## src/rtl/lrf_pkg.sv

```systemverilog
// types, constants and helpers for the line receive ring fifo
// used by every rtl file of the block except lrf_ram; no dependencies
package lrf_pkg;

  localparam int DEPTH    = 64;
  localparam int ADDR_W   = $clog2(DEPTH);
  localparam int CNT_W    = $clog2(DEPTH + 1);
  localparam int MAX_LINE = 64;
  localparam int LEN_W    = 7;
  localparam int CMP_W    = (CNT_W > LEN_W) ? CNT_W : LEN_W;

  localparam logic [7:0] NEWLINE = 8'h0A;

  typedef enum logic [1:0] {
    ACT_PUSH  = 2'd0,
    ACT_POP   = 2'd1,
    ACT_LINE  = 2'd2,
    ACT_CLEAR = 2'd3
  } action_t;

  typedef struct packed {
    action_t    action;
    logic [7:0] in_byte;
    logic [6:0] line_room;
  } item_t;

  typedef struct packed {
    logic [7:0] out_byte;
    logic       byte_valid;
    logic       last;
    logic [6:0] line_length;
    logic       dropped;
    logic       is_empty;
    logic       is_full;
    logic [6:0] fill_count;
  } result_t;

  typedef struct packed {
    logic latch;
    logic load_simple;
    logic pop_issue;
    logic pop_put;
    logic scan_start;
    logic scan_step;
    logic decide;
    logic line_rd;
    logic line_put;
  } cmd_t;

  typedef struct packed {
    action_t action;
    logic    held_zero;
    logic    lim_zero;
    logic    scan_done;
    logic    ready;
    logic    emit_last;
    logic    out_free;
  } sts_t;

  function automatic logic [ADDR_W-1:0] pos_inc(input logic [ADDR_W-1:0] p);
    pos_inc = (p == ADDR_W'(DEPTH - 1)) ? '0 : p + 1'b1;
  endfunction

endpackage

```

## src/rtl/lrf_ram.sv

```systemverilog
// generic single-port-write, single-port-read ram with registered read
// no dependencies
module lrf_ram #(
  parameter int WIDTH = 8,
  parameter int DEPTH = 64
) (
  input  logic                     clk,
  input  logic                     we,
  input  logic [$clog2(DEPTH)-1:0] waddr,
  input  logic [WIDTH-1:0]         wdata,
  input  logic                     re,
  input  logic [$clog2(DEPTH)-1:0] raddr,
  output logic [WIDTH-1:0]         rdata
);

  logic [WIDTH-1:0] mem [DEPTH];

  always_ff @(posedge clk) begin
    if (we) begin
      mem[waddr] <= wdata;
    end
    if (re) begin
      rdata <= mem[raddr];
    end
  end

endmodule

```

## src/rtl/lrf_datapath.sv

```systemverilog
// datapath: byte store, positions, count, line scan and emit counters, result register
// depends on lrf_pkg and lrf_ram
module lrf_datapath (
  input  logic             clk,
  input  logic             rst,
  input  lrf_pkg::item_t   item,
  input  lrf_pkg::cmd_t    cmd,
  output lrf_pkg::sts_t    sts,
  output logic             result_valid,
  input  logic             result_stall,
  output lrf_pkg::result_t result
);
  import lrf_pkg::*;

  item_t             cur;
  logic [ADDR_W-1:0] wpos, wpos_next;
  logic [ADDR_W-1:0] rpos, rpos_next;
  logic [CNT_W-1:0]  held, held_next;

  logic [ADDR_W-1:0] scan_addr, scan_addr_next;
  logic [CNT_W-1:0]  scan_left, scan_left_next;
  logic              chk_pend, chk_pend_next;
  logic [CNT_W-1:0]  chk_idx, chk_idx_next;
  logic              nl_found, nl_found_next;
  logic [CNT_W-1:0]  nl_off, nl_off_next;

  logic [LEN_W-1:0]  emit_total, emit_total_next;
  logic [LEN_W-1:0]  emit_cons, emit_cons_next;
  logic [LEN_W-1:0]  emit_idx, emit_idx_next;
  logic              emit_dry, emit_dry_next;

  logic              ram_we;
  logic [ADDR_W-1:0] ram_waddr;
  logic [7:0]        ram_wdata;
  logic              ram_re;
  logic [ADDR_W-1:0] ram_raddr;
  logic [7:0]        ram_rdata;

  logic [6:0]        room_m1;
  logic [LEN_W-1:0]  limit;
  logic [CMP_W-1:0]  nl_off_x, lim_x, held_x, total_x, cons_x;
  logic              load;
  result_t           res_next;
  logic              emit_last;

  lrf_ram #(.WIDTH(8), .DEPTH(DEPTH)) u_ram (
    .clk   (clk),
    .we    (ram_we),
    .waddr (ram_waddr),
    .wdata (ram_wdata),
    .re    (ram_re),
    .raddr (ram_raddr),
    .rdata (ram_rdata)
  );

  // line limit: room - 1 (zero for no room), saturated at the longest line
  assign room_m1 = cur.line_room - 7'd1;
  assign limit   = (cur.line_room == 7'd0) ? '0 :
                   (room_m1 > 7'(MAX_LINE)) ? LEN_W'(MAX_LINE) : LEN_W'(room_m1);

  assign nl_off_x = CMP_W'(nl_off);
  assign lim_x    = CMP_W'(limit);
  assign held_x   = CMP_W'(held);
  assign total_x  = (nl_found && (nl_off_x < lim_x)) ? nl_off_x + 1'b1 : lim_x;
  assign cons_x   = (total_x < held_x) ? total_x : held_x;

  assign emit_last = ((emit_idx + LEN_W'(1)) == emit_total);

  always_comb begin
    wpos_next       = wpos;
    rpos_next       = rpos;
    held_next       = held;
    scan_addr_next  = scan_addr;
    scan_left_next  = scan_left;
    chk_pend_next   = chk_pend;
    chk_idx_next    = chk_idx;
    nl_found_next   = nl_found;
    nl_off_next     = nl_off;
    emit_total_next = emit_total;
    emit_cons_next  = emit_cons;
    emit_idx_next   = emit_idx;
    emit_dry_next   = emit_dry;
    ram_we          = 1'b0;
    ram_waddr       = wpos;
    ram_wdata       = cur.in_byte;
    ram_re          = 1'b0;
    ram_raddr       = rpos;
    load            = 1'b0;
    res_next        = '0;
    res_next.last   = 1'b1;

    if (cmd.load_simple) begin
      load = 1'b1;
      case (cur.action)
        ACT_PUSH: begin
          if (held != CNT_W'(DEPTH)) begin
            ram_we    = 1'b1;
            wpos_next = pos_inc(wpos);
            held_next = held + 1'b1;
          end else begin
            res_next.dropped = 1'b1;
          end
        end
        ACT_CLEAR: begin
          wpos_next = '0;
          rpos_next = '0;
          held_next = '0;
        end
        default: begin
        end
      endcase
    end

    if (cmd.pop_issue) begin
      ram_re    = 1'b1;
      rpos_next = pos_inc(rpos);
      held_next = held - 1'b1;
    end

    if (cmd.pop_put) begin
      load                = 1'b1;
      res_next.out_byte   = ram_rdata;
      res_next.byte_valid = 1'b1;
    end

    if (cmd.scan_start) begin
      scan_addr_next = rpos;
      scan_left_next = held;
      chk_pend_next  = 1'b0;
      chk_idx_next   = '0;
      nl_found_next  = 1'b0;
      nl_off_next    = '0;
    end

    if (cmd.scan_step) begin
      if (scan_left != '0) begin
        ram_re         = 1'b1;
        ram_raddr      = scan_addr;
        scan_addr_next = pos_inc(scan_addr);
        scan_left_next = scan_left - 1'b1;
      end
      chk_pend_next = (scan_left != '0);
      if (chk_pend) begin
        chk_idx_next = chk_idx + 1'b1;
        if ((ram_rdata == NEWLINE) && !nl_found) begin
          nl_found_next = 1'b1;
          nl_off_next   = chk_idx;
        end
      end
    end

    if (cmd.decide) begin
      emit_total_next = LEN_W'(total_x);
      emit_cons_next  = LEN_W'(cons_x);
      emit_idx_next   = '0;
      held_next       = held - CNT_W'(cons_x);
    end

    if (cmd.line_rd) begin
      emit_dry_next = (emit_idx >= emit_cons);
      if (emit_idx < emit_cons) begin
        ram_re    = 1'b1;
        rpos_next = pos_inc(rpos);
      end
    end

    if (cmd.line_put) begin
      load                 = 1'b1;
      res_next.out_byte    = emit_dry ? 8'h00 : ram_rdata;
      res_next.byte_valid  = 1'b1;
      res_next.last        = emit_last;
      res_next.line_length = emit_last ? 7'(emit_total) : 7'd0;
      emit_idx_next        = emit_idx + 1'b1;
    end

    res_next.is_empty   = (held_next == '0);
    res_next.is_full    = (held_next == CNT_W'(DEPTH));
    res_next.fill_count = 7'(held_next);
  end

  always_ff @(posedge clk) begin
    if (rst) begin
      wpos         <= '0;
      rpos         <= '0;
      held         <= '0;
      chk_pend     <= 1'b0;
      result_valid <= 1'b0;
    end else begin
      wpos     <= wpos_next;
      rpos     <= rpos_next;
      held     <= held_next;
      chk_pend <= chk_pend_next;
      if (load) begin
        result_valid <= 1'b1;
      end else if (!result_stall) begin
        result_valid <= 1'b0;
      end
    end
  end

  always_ff @(posedge clk) begin
    if (cmd.latch) begin
      cur <= item;
    end
    if (load) begin
      result <= res_next;
    end
    scan_addr  <= scan_addr_next;
    scan_left  <= scan_left_next;
    chk_idx    <= chk_idx_next;
    nl_found   <= nl_found_next;
    nl_off     <= nl_off_next;
    emit_total <= emit_total_next;
    emit_cons  <= emit_cons_next;
    emit_idx   <= emit_idx_next;
    emit_dry   <= emit_dry_next;
  end

  assign sts.action    = cur.action;
  assign sts.held_zero = (held == '0);
  assign sts.lim_zero  = (limit == '0);
  assign sts.scan_done = (scan_left == '0) && !chk_pend;
  assign sts.ready     = nl_found || (held == CNT_W'(DEPTH));
  assign sts.emit_last = emit_last;
  assign sts.out_free  = !result_valid || !result_stall;

endmodule

```

## src/rtl/lrf_ctrl.sv

```systemverilog
// controller state machine: sequences push, pop, clear, line scan and line emit
// depends on lrf_pkg
module lrf_ctrl (
  input  logic          clk,
  input  logic          rst,
  input  logic          item_valid,
  output logic          item_stall,
  input  lrf_pkg::sts_t sts,
  output lrf_pkg::cmd_t cmd
);
  import lrf_pkg::*;

  typedef enum logic [6:0] {
    S_IDLE     = 7'b0000001,
    S_EXEC     = 7'b0000010,
    S_POP_PUT  = 7'b0000100,
    S_SCAN     = 7'b0001000,
    S_DECIDE   = 7'b0010000,
    S_LINE_RD  = 7'b0100000,
    S_LINE_PUT = 7'b1000000
  } state_t;

  state_t state, state_next;

  always_comb begin
    state_next = state;
    cmd        = '0;
    case (state)
      S_IDLE: begin
        if (item_valid) begin
          cmd.latch  = 1'b1;
          state_next = S_EXEC;
        end
      end
      S_EXEC: begin
        case (sts.action)
          ACT_POP: begin
            if (!sts.held_zero) begin
              cmd.pop_issue = 1'b1;
              state_next    = S_POP_PUT;
            end else if (sts.out_free) begin
              cmd.load_simple = 1'b1;
              state_next      = S_IDLE;
            end
          end
          ACT_LINE: begin
            if (!sts.held_zero && !sts.lim_zero) begin
              cmd.scan_start = 1'b1;
              state_next     = S_SCAN;
            end else if (sts.out_free) begin
              cmd.load_simple = 1'b1;
              state_next      = S_IDLE;
            end
          end
          default: begin
            if (sts.out_free) begin
              cmd.load_simple = 1'b1;
              state_next      = S_IDLE;
            end
          end
        endcase
      end
      S_POP_PUT: begin
        if (sts.out_free) begin
          cmd.pop_put = 1'b1;
          state_next  = S_IDLE;
        end
      end
      S_SCAN: begin
        cmd.scan_step = 1'b1;
        if (sts.scan_done) begin
          state_next = S_DECIDE;
        end
      end
      S_DECIDE: begin
        if (sts.ready) begin
          cmd.decide = 1'b1;
          state_next = S_LINE_RD;
        end else if (sts.out_free) begin
          cmd.load_simple = 1'b1;
          state_next      = S_IDLE;
        end
      end
      S_LINE_RD: begin
        cmd.line_rd = 1'b1;
        state_next  = S_LINE_PUT;
      end
      S_LINE_PUT: begin
        if (sts.out_free) begin
          cmd.line_put = 1'b1;
          state_next   = sts.emit_last ? S_IDLE : S_LINE_RD;
        end
      end
      default: begin
        state_next = S_IDLE;
      end
    endcase
  end

  always_ff @(posedge clk) begin
    if (rst) begin
      state <= S_IDLE;
    end else begin
      state <= state_next;
    end
  end

  assign item_stall = (state != S_IDLE);

endmodule

```

## src/rtl/line_receive_ring_fifo.sv

```systemverilog
// Receive byte ring fifo with push, pop, line read and clear, one item at a time.
// A push, clear or pop of an empty store loads its result in the execute state, a pop
// of a held byte after its ram read. A line read first scans every held byte through the
// single ram read port, then emits its bytes one at a time via the registered ram read.
// A line read that finds no newline, with the store not full, gives its single result in
// the decide state after the scan; with an empty store or a room below two it skips the
// scan and answers like a push. A new item is taken the cycle after the previous one has
// placed its last result in the output register. A stalled output holds the block only
// where it must load the next result; the scan runs on.
// depends on lrf_pkg, lrf_ctrl and lrf_datapath
module line_receive_ring_fifo (
  input  logic             clk,
  input  logic             rst,
  input  logic             item_valid,
  output logic             item_stall,
  input  lrf_pkg::item_t   item,
  output logic             result_valid,
  input  logic             result_stall,
  output lrf_pkg::result_t result
);
  import lrf_pkg::*;

  cmd_t cmd;
  sts_t sts;

  lrf_ctrl u_ctrl (
    .clk        (clk),
    .rst        (rst),
    .item_valid (item_valid),
    .item_stall (item_stall),
    .sts        (sts),
    .cmd        (cmd)
  );

  lrf_datapath u_dp (
    .clk          (clk),
    .rst          (rst),
    .item         (item),
    .cmd          (cmd),
    .sts          (sts),
    .result_valid (result_valid),
    .result_stall (result_stall),
    .result       (result)
  );

endmodule

```

## config.mk

```make
export PLATFORM = sky130hd
export DESIGN_NAME = line_receive_ring_fifo
export DESIGN_NICKNAME = d
export VERILOG_FILES = /design/src/rtl/lrf_pkg.sv /design/src/rtl/lrf_ram.sv /design/src/rtl/lrf_datapath.sv /design/src/rtl/lrf_ctrl.sv /design/src/rtl/line_receive_ring_fifo.sv
export SDC_FILE = /design/constraint.sdc
export NUM_CORES = 1
export LEC_CHECK = 0
export BUFFER_PORTS_ARGS = -buffer_cell sky130_fd_sc_hd__buf_2
export CAP_MARGIN = 5
export CORE_ASPECT_RATIO = 0.9
export CORE_MARGIN = 5
export CORE_UTILIZATION = 45
export CTS_BUF_LIST = sky130_fd_sc_hd__clkbuf_4
export CTS_CLUSTER_SIZE = 14
export DETAILED_ROUTE_END_ITERATION = 10
export MAX_ROUTING_LAYER = met4
export SYNTH_ARGS = -nofsm -noshare
export SYNTH_HDL_FRONTEND = slang
export SYNTH_SLANG_ARGS = --single-unit
export TNS_END_PERCENT = 50
```

## constraint.sdc

```tcl
create_clock -name clk -period 22.8 [get_ports clk]
set_clock_uncertainty 0.1 [all_clocks]
set_input_delay 1.14 -clock clk [delete_from_list [all_inputs] [get_ports clk]]
set_output_delay 1.14 -clock clk [all_outputs]
set_load 0.02 [all_outputs]
```

==> impl_summary.txt <==
----------------------------------------------------
[CTS]
  Post-CTS repair timing setup buffer count ... 0
  Number of clock sinks ... about 640
  Clock transition at path regs ... 0.06 ns
  Buffer depth of the longest clock path ... 3
  Number of buffers added to fix hold violations after cts ... 0
  Number of gates given a new drive strength after cts ... 0
  Deepest level of the CTS H-tree ... 4
  Number of buffers inserted during clock tree synthesis ... about 160
  CTS tree ... yes
  Clock latency on the worst-skew pair ... 0.97 ns
  Root buffer cell ... sky130_fd_sc_hd__clkbuf_4

[GRT]
  Via count of the first global-routing pass ... about 18,000
  Congestion Overflow GR ... 0
  Largest net degree at the start of global routing ... between 100 and 150
  Wire length of the first global-routing pass ... 110,000 um
  GR Util All Layers ... roughly 23%
  Antenna violations before repair ... 1

[Cells and area]
  Number of nets at the end of the flow ... approximately 2,300
  Finished layout cell area ... around 30,000 um^2
  Share of post-route cells with drive strength above 1 ... 14.9%
  Most frequent cells in the layout ... sky130_fd_sc_hd__edfxtp_1, sky130_fd_sc_hd__nand2_1, sky130_fd_sc_hd__clkbuf_4
  Final Core Density ... between 50 and 60%
  Most frequent standard cell in the layout excluding fill and tap cells ... sky130_fd_sc_hd__edfxtp_1
  Area delta synth->final ... 11.2%

[Pwr]
  Proportion of power drawn by combinational gates ... 6.6%
  P_sw ... 0.000585 W
  Leakage power summed over all cells ... between 10 and 15 nW
  Worst voltage drop across the vdd grid ... 44.6 uV
  Register share of total power ... 54.6%
  Power Internal ... 0.00186 W
  Share of total power in the clock network ... between 30 and 40%
  Switching power share of the total ... 23.9%
  Cell area power density ... 80.0 nW/um^2

[Floorplan]
  Overall die height ... 244 um
  Floorplan die width ... approximately 270 um
  Area of the core ... 60,900 um^2
  Initial core utilization ... 45.1%
  Floorplan die area ... around 66,000 um^2
  Num rows ... 86
  Number of top-level pins ... 50

[Logic synthesis]
  Average instance area after synthesis ... 12.8 um^2
  Net count after synthesis ... 2,213
  Number of cells produced by synthesis ... between 2,000 and 2,500
  Fraction of synthesized cell area in xor and xnor cells ... under 10%
  Flip-flop and latch count after synthesis ... 642
  Fraction of synthesized cell area taken by the top area cell type ... 64.0%
  Primary FF master, synth ... sky130_fd_sc_hd__edfxtp_1
  Register area share after synthesis ... between 60% and 70%
  Share of flip-flops with an asynchronous set or reset after synthesis ... 0%
  Compound-gate portion of the synthesized area ... 7.33%
  Post-synth EDFFs ... 586
  Adder-cell area share of the yosys netlist ... 1.98%
  Post-synthesis share of cell area spent on and, or, nand and nor gates ... a little over an eighth
  Synth unique cells ... 68
  Mux share of post-synthesis cell area ... ~6.4%
  Largest family of logic cells by synthesized area ... simple AND/OR/NAND/NOR gates
  Most area-hungry cell type in the Yosys netlist ... sky130_fd_sc_hd__edfxtp_1
  Largest cells by area after synthesis ... sky130_fd_sc_hd__edfxtp_1, sky130_fd_sc_hd__mux2i_1, sky130_fd_sc_hd__nand2_1
  Syn Std Cell Area ... ~27,000 um^2
  Ys Warns ... 0

[Worst setup path]
  Slowest cell on the critical path ... sky130_fd_sc_hd__nor2_1
  Category of the critical setup timing path ... reg -> reg
  Delay of the slowest cell on the worst path ... 0.56 ns
  Combined buffer and inverter count along the critical path ... 5
  Cell class contributing the biggest share of worst-path delay ... compound AO/OA/AOI/OAI gates
  Critical Path Source Type ... register
  Setup crit end kind ... register
  CP dominant cell by count ... sky130_fd_sc_hd__a21oi_1
  WP data required ... 23.47 ns
  Arrival time reported for the critical path endpoint ... 8.85 ns
  Crit path max fanout ... 13

[Placed design]
  Post-detailed-placement cell area ... 28,500 um^2
  Final RePlAce weighted congestion ... 0.879
  Buffers added on ports ... 49
  Final HPWL DP ... around 46,000 um
  Post-place setup slack ... 14.68 ns

[STA]
  Final Max Slew Viols ... 0
  Ratio of final minimum period to clock period ... between 30% and 40%
  Final setup TNS ... 0 ns
  Hold violation total from the final report ... 0
  Slew headroom ... 18.9%
  Fmax ... 122 MHz
  Slack of the critical path ... around 15 ns
  Tightest hold margin ... between 0.2 and 0.3 ns
  Number of failing setup endpoints in the final timing report ... 0
  Transition time at the pin with the least slew margin ... about 1.2 ns
  RSZ-0062 raised after global routing ... no
  Clock period minus worst slack ... just over 8 ns

[Worst hold path]
  Type of the worst min-delay path ... in -> reg

[Route]
  Routed WL ... between 70,000 and 80,000 um
  Wire per inst ... 22.9 um
  Remaining antenna violation count ... 0
  Violation count after the first detailed-route iteration ... about 1,800
  Routed via count divided by cell count ... 5.70
  Vias after detailed routing ... 18,225
  Residual DRC ... 0
  TritonRoute pass-1 iters ... 7

[Flow run]
  Maxcap violations ... 0

[Outcome]
  Run status ... completed

----------------------------------------------------
cells by family after synthesis:
logic type	Yosys count
AND/OR/NAND/NOR	788
adder cells (fa/ha/maj)	43
buffers and inverters	147
flip-flops	642
XOR/XNOR	33
multiplexers	172
AO/OA/AOI/OAI	324
Yosys cell counts, drive strengths merged, types with 10 or more instances:
master / instances
xnor2: 20
nand3: 189
nor2: 137
and2: 19
xor2: 13
buf: 39
dfxtp: 56
nand3b: 10
mux2: 10
and3: 16
mux2i: 161
o2111ai: 15
nor2b: 11
o21ai: 103
nand2: 330
clkbuf: 65
a21oi: 64
a211o: 13
o22ai: 68
or3: 10
ha: 42
inv: 41
nor3: 19
edfxtp: 586
power by group through the flow:
stage	Combinational [W]	Clock, W	Sequential [W]
floorplan	0.0000729	0	0.00138
global placement	0.000156	0	0.00136
detailed placement	0.000159	0	0.00136
CTS	0.000160	0.000976	0.00134
global route	0.000175	0.00104	0.00134
finish	0.000160	0.000950	0.00134
worst reg2reg max path: cells and delay by family, from the launching register on:
family	cells	cell delay [ns]
DFF	1	0.50
adders and majority gates	5	1.51
and+or+nand+nor	10	2.06
AOI/OAI and AO/OA	12	2.90
muxes	1	0.41
buffers and inverters	5	0.55
routing by layer:
| layer | vias to the layer above | share of wire (%) | global-route usage (%) |
|---|---|---|---|
| li1 | 8414 | - | - |
| met1 | 8876 | 44 | 30.2 |
| met2 | 793 | 44 | 32.9 |
| met3 | 142 | 8.5 | 5.92 |
| met4 | 0 | 3.0 | 9.11 |
| met5 | - | 0 | - |
layout make-up:
type                    count  area (um^2)
fillers                  5323        30300
flip-flops and latches    642        18700
multi-input cells        1360         8210
clock buffers             226         1700
well taps                 792          991
repair buffers             77          468
clock inverters            55          305
inverters                  43          161
diodes                      5         12.5
metrics by stage:
stage | cells | total power, W
2_1_floorplan | 2149 | 0.00146
3_3_place_gp | 2914 | 0.00152
3_5_place_dp | 2914 | 0.00152
4_1_cts | 3195 | 0.00247
5_1_grt | 3196 | 0.00255
6_report | 3200 | 0.00245
flip-flops by register name, summed over array words and instances, names as in the netlist:
signal             cells
u_dp.u_ram.rdata       8
u_dp.u_ram.mem       512
u_dp.nl_found          1
u_dp.chk_pend          1
u_dp.result_valid      1
u_dp.chk_idx           7
u_dp.emit_dry          1
u_dp.emit_total        7
u_ctrl.state           7
u_dp.nl_off            7
u_dp.emit_idx          7
u_dp.rpos              6
u_dp.result           27
u_dp.sts               2
u_dp.emit_cons         7
u_dp.cur               7
u_dp.ram_waddr         6
u_dp.scan_left         7
u_dp.ram_wdata         8
u_dp.held              7
u_dp.scan_addr         6
worst paths after layout:
path / startpoint / end / slack (ns) / depth (start not counted)
worst min-delay path: item[7] / u_dp.ram_wdata[0] / 0.25 / 1
worst max-delay path: u_dp.cur[0] / u_dp.result[8] / 14.62 / 33
worst min register to register: u_dp.scan_left[0] / u_dp.scan_left[0] / 0.37 / 1
worst max register to register: u_dp.cur[0] / u_dp.result[8] / 14.62 / 33
No activity file was read; power rests on OpenSTA's default activity.
